$ cat src/rtl/core/assert_macros.svh
// Assertion helpers; the including module provides clk and arst_n.
`ifndef ASSERT_MACROS_SVH
`define ASSERT_MACROS_SVH

// Check a property on every rising edge outside reset.
`define ASSERT_AT(lbl, prop, msg) \
	lbl: assert property (@(posedge clk) disable iff (!arst_n) prop) else $error(msg);

// Check that a condition implies another on the same edge.
`define ASSERT_IMPL(lbl, pre, post, msg) \
	`ASSERT_AT(lbl, (pre) |-> (post), msg)

`endif

$ cat src/rtl/core/pvl_pkg.sv
package pvl_pkg;

	localparam int FW        = 24;          // Q12.12 field width
	localparam int VW        = 26;          // signed vector component into the normalizer
	localparam int AW        = 25;          // magnitude of a component
	localparam int SHW       = 5;           // normalizing shift amount
	localparam int SQW       = 2 * AW;      // one square
	localparam int SW        = SQW + 2;     // sum of three squares
	localparam int MW        = 26;          // square root result
	localparam int DW        = 41;          // divider dividend and remainder
	localparam int QW        = 16;          // Q1.14 result
	localparam int SQ_STEPS  = 26;
	localparam int DIV_STEPS = QW;
	localparam int PW        = 40;          // normal times diffuse

	localparam int NORM_LAT  = 4 + SQ_STEPS + 1 + DIV_STEPS + 1;
	localparam int DOT_LAT   = 3;
	localparam int REFL_LAT  = 2;
	localparam int DLY_NL    = NORM_LAT + DOT_LAT;
	localparam int DLY_C     = NORM_LAT + DOT_LAT + REFL_LAT;
	localparam int DLY_DIF   = REFL_LAT + NORM_LAT + DOT_LAT;
	localparam int DLY_END   = 2 * (NORM_LAT + DOT_LAT) + REFL_LAT;

	localparam int UNIT_Q14  = 16384;
	localparam int HALF_Q14  = 8192;

	localparam int CIW = 2;
	localparam logic [CIW-1:0] REG_LIGHT_X = 2'd0;
	localparam logic [CIW-1:0] REG_LIGHT_Y = 2'd1;
	localparam logic [CIW-1:0] REG_LIGHT_Z = 2'd2;

	localparam logic signed [FW-1:0] LIGHT_X_RST = 24'sd0;
	localparam logic signed [FW-1:0] LIGHT_Y_RST = 24'sd0;
	localparam logic signed [FW-1:0] LIGHT_Z_RST = 24'sd4096;

	typedef logic signed [FW-1:0] fld_t;
	typedef logic signed [VW-1:0] vin_t;
	typedef logic signed [QW-1:0] q14_t;

	// trial bit of square root step k, starting at 2^50
	function automatic logic [SW-1:0] sq_bit(input int k);
		return SW'(1) << (SW - 2 - 2 * k);
	endfunction

endpackage

$ cat src/rtl/core/pvl_dot.sv
module pvl_dot (
	input  logic          clk,
	input  logic          arst_n,
	input  logic          en,
	input  logic          in_valid,
	input  pvl_pkg::q14_t a [3],
	input  pvl_pkg::q14_t b [3],
	output logic          out_valid,
	output pvl_pkg::q14_t dot
);
	import pvl_pkg::*;

	`include "assert_macros.svh"

	logic signed [31:0] p_s1 [3];
	logic               v_s1;
	logic signed [31:0] sum_s2;
	logic               v_s2;
	q14_t               dot_s3;
	logic               v_s3;

	logic [31:0] mag_c;
	logic [17:0] rnd_c;

	always_comb begin
		mag_c = sum_s2[31] ? (~sum_s2 + 1'b1) : sum_s2;
		rnd_c = 18'((mag_c + 32'(HALF_Q14)) >> 14);
		if (rnd_c > 18'(UNIT_Q14)) rnd_c = 18'(UNIT_Q14);
	end

	always_ff @(posedge clk or negedge arst_n) begin
		if (!arst_n) begin
			v_s1 <= 1'b0;
			v_s2 <= 1'b0;
			v_s3 <= 1'b0;
		end else if (en) begin
			v_s1 <= in_valid;
			v_s2 <= v_s1;
			v_s3 <= v_s2;
		end
	end

	always_ff @(posedge clk) begin
		if (en) begin
			for (int i = 0; i < 3; i++) p_s1[i] <= a[i] * b[i];
			sum_s2 <= p_s1[0] + p_s1[1] + p_s1[2];
			// round halves away from zero
			dot_s3 <= sum_s2[31] ? -$signed(rnd_c[QW-1:0]) : $signed(rnd_c[QW-1:0]);
		end
	end

	assign out_valid = v_s3;
	assign dot = dot_s3;

	`ASSERT_IMPL(a_dot_range, v_s3, dot_s3 <= UNIT_Q14 && dot_s3 >= -UNIT_Q14,
		"dot product outside the unit range")

endmodule

$ cat config.mk
export PLATFORM = sky130hd
export DESIGN_NAME = pvl_dot
export DESIGN_NICKNAME = d
export VERILOG_FILES = /design/src/rtl/core/pvl_pkg.sv /design/src/rtl/core/pvl_dot.sv
export VERILOG_INCLUDE_DIRS = /design/src /design/src/rtl/core
export SDC_FILE = /design/constraint.sdc
export NUM_CORES = 2
export LEC_CHECK = 0
export ABC_AREA = 1
export BUFFER_PORTS_ARGS = -buffer_cell sky130_fd_sc_hd__clkbuf_2
export CORE_MARGIN = 2
export CORE_UTILIZATION = 55
export CTS_CLUSTER_SIZE = 10
export DETAILED_ROUTE_END_ITERATION = 10
export PLACE_DENSITY = 0.84
export SYNTH_ARGS = -nofsm -noshare
export SYNTH_HDL_FRONTEND = slang
export SYNTH_SLANG_ARGS = --single-unit
$ cat constraint.sdc
create_clock -name clk -period 7.6 [get_ports clk]
set_input_delay 0.38 -clock clk [delete_from_list [all_inputs] [get_ports clk]]
set_output_delay 0.38 -clock clk [all_outputs]
set_load 0.05 [all_outputs]
==> impl_metrics.json <==
{
  "outcome": "finished, final reports clean",
  "fp.dieW_um": 268,
  "ys_ff_latch": 147,
  "netlist_area_um2": 38200,
  "crit_path_end_kind": "flop",
  "clk_pin_slew_worst_paths_ps": 70,
  "nets": 5649,
  "cp_num_buf_inv": 2,
  "finalMaxSlewViolations": 0,
  "path_cells": "clkbuf_2 -> nand2_1 -> fa_1 -> fa_1 -> fa_1 -> fa_1 -> inv_1 -> fa_1 -> fa_1 -> ha_1 -> a21oi_1 -> o21ai_0 -> o21bai_1 -> a21boi_0 -> o21ai_0 -> a21boi_0 -> o21bai_1 -> a21oi_1 -> o21ai_0 -> xor2_1",
  "hold_depth": 3,
  "wl_um": 84800,
  "timing.setup.tns_ps": 0,
  "post-route-period-util": 0.835,
  "die_area_um2": 71700,
  "min_to": "v_s1",
  "grt_pass1_wl_um": 146000,
  "yosysWarnings": 0,
  "synthCells": 4494,
  "r2r_cells": 20,
  "hp-class": "in -> reg",
  "regArea_um2": 4400,
  "cts-htree-levels": 4,
  "layout_common_cells": "inv_1, nand2_1, fa_1, ha_1, edfxtp_1",
  "start_kind": "input pin",
  "cts_tree": "done",
  "placed_area_um2": 39300,
  "die_y_um": 268,
  "reg2reg_to": "sum_s2[29]",
  "grt_overflow": 0,
  "area_growth_pct": 4.39,
  "fmax_mhz": 158,
  "grt_setup_unrepaired": "false",
  "cp.depth": 20,
  "setup_viol": 0,
  "highest_layer": "met4",
  "viasPerCell": 5.20,
  "drive_above_1_share": 0.0513,
  "critPathSlowestCell": "fa_1",
  "finClkSkew_ps": 12.6,
  "path_class": "in -> reg",
  "crit_required_ps": 7770,
  "drt-initial-drc-count": 2223,
  "slew_headroom": 0.456,
  "ios": 117,
  "hpwlAfterDp_um": 70200,
  "root_buffer": "clkbuf_16",
  "fin_crit_ps": 6350,
  "cp_max_fo": 16,
  "cts_buffer_depth": 2,
  "wl_met3_um": 6320,
  "final_area_um2": 39900,
  "cts_num_sinks": 147,
  "ys_types": 47,
  "cp_common_cell": "fa_1",
  "clk_latency_ps": 430,
  "r2r_slack_ps": 3620,
  "yosysSeqAreaShare": 0.115,
  "critPathTopFamily": "adder cells",
  "numCtsBuffers": 17,
  "postCtsResizedCells": 0,
  "met2WireLength_um": 42900,
  "timing.rr.start": "p_s1[0][33]",
  "initial_core_util": 0.557,
  "avgRoutedWirePerCell_um": 15.7,
  "hold_violations": 0,
  "fp.coreArea_um2": 68700,
  "hp-start": "in_valid",
  "antenna_found_initial": 1,
  "std_cell_rows": 96,
  "track_usage": 0.253,
  "cts.hold.buffers_added": 1,
  "max_cap_viol_count": 0,
  "cp.arrival_ps": 6520,
  "avgSynthCellArea_um2": 8.51,
  "grt_pass1_vias": 31000,
  "dr.pass1.iters": 8,
  "worst_slew_pin_slew_ps": 816,
  "wl_met1_um": 32400,
  "antenna_left": 0,
  "mostFrequentLayoutCell": "inv_1",
  "multiInputGateArea_um2": 28100,
  "syn_nets": 5690,
  "crit_path_max_incr_delay_ps": 550,
  "fin_util": 0.581,
  "vias": 28100,
  "portBuffers": 116,
  "fillers": 5767,
  "cts_setup_buffers": 0,
  "grt_start_max_net_pins": 85,
  "drc": 0,
  "routabilityCongestion": 0.896
}
-- sequential cells by signal, summed over array words and instances (netlist names) --
signal     count
sum_s2        32
v_s1           1
p_s1          96
out_valid      1
v_s2           1
dot           16
-- tightest hold or removal path, cell delays in order --
cell	delay [ps]
clkbuf_2	80
nand2_1	30
o21ai_0	70
-- per-stage QoR --
step / hold slack (ps) / cells / setup WS [ps]
detailed placement: 181 / 5364 / 833
global placement: 177 / 5364 / 1070
finish: 181 / 5396 / 1250
global route: 182 / 5396 / 856
CTS: 166 / 5395 / 1290
floorplan: 84.4 / 4494 / 1380
-- synth_stat cells, drive strengths merged --
| master | instances | area [um^2] |
|---|---|---|
| inv | 1348 | 5070 |
| nand2 | 1040 | 4050 |
| fa | 818 | 16400 |
| ha | 278 | 3480 |
| clkbuf | 174 | 653 |
| nor2 | 154 | 717 |
| edfxtp | 144 | 4320 |
| a21oi | 134 | 671 |
| xor2 | 95 | 832 |
| o21ai | 77 | 389 |
| nand3 | 63 | 365 |
| xnor2 | 61 | 534 |
| nand4 | 19 | 119 |
| or2 | 14 | 90.1 |
| a31oi | 10 | 62.6 |
| a21boi | 9 | 67.6 |
| o21bai | 9 | 67.6 |
| nand3b | 7 | 52.6 |
| o21a | 7 | 52.6 |
| buf | 6 | 32.5 |
| nor4 | 5 | 31.3 |
| o31ai | 5 | 37.5 |
| a21o | 4 | 30.0 |
| a211oi | 3 | 22.5 |
| dfrtp | 3 | 75.1 |
| o211ai | 3 | 22.5 |
| o311ai | 2 | 17.5 |
| mux2 | 1 | 11.3 |
| nor3 | 1 | 5.00 |
-- final cells by class --
cell class                      count  share of cell area
Antenna cell                        1           0.0000627
Clock buffer                       18              0.0107
Clock inverter                     12             0.00370
Inverter                         1348               0.127
Multi-Input combinational cell   2819               0.704
Sequential cell                   147               0.110
Tap cell                          931              0.0292
Timing Repair Buffer              120              0.0155
-- metal layers --
layer / global-route usage / vias to the layer above
met2: 0.444 / 1193
met3: 0.0373 / 272
met4: 0.0936 / 0
li1: - / 12800
met5: 0 / -
met1: 0.319 / 13800
-- cell families after synthesis --
logic type	count (synthesis)	share of synthesized area
xor+xnor	156	0.0357
flops	147	0.115
buf+inv	1528	0.150
simple gates	1303	0.142
fa+ha+maj	1096	0.519
mux	1	0.000294
compound gates	263	0.0377
-- worst max path at each step --
| stage | startpoint | to |
|---|---|---|
| 6_report | a[25] | p_s1[0][62] |
| 5_1_grt | a[26] | p_s1[0][62] |
| 4_1_cts | a[25] | p_s1[0][62] |
| 3_5_place_dp | a[25] | p_s1[0][62] |
| 3_3_place_gp | a[26] | p_s1[0][60] |
| 2_1_floorplan | b[17] | p_s1[0][60] |
Power is not shown: default switching activity piles up to over one toggle a cycle in this logic, so the estimate is an artifact.
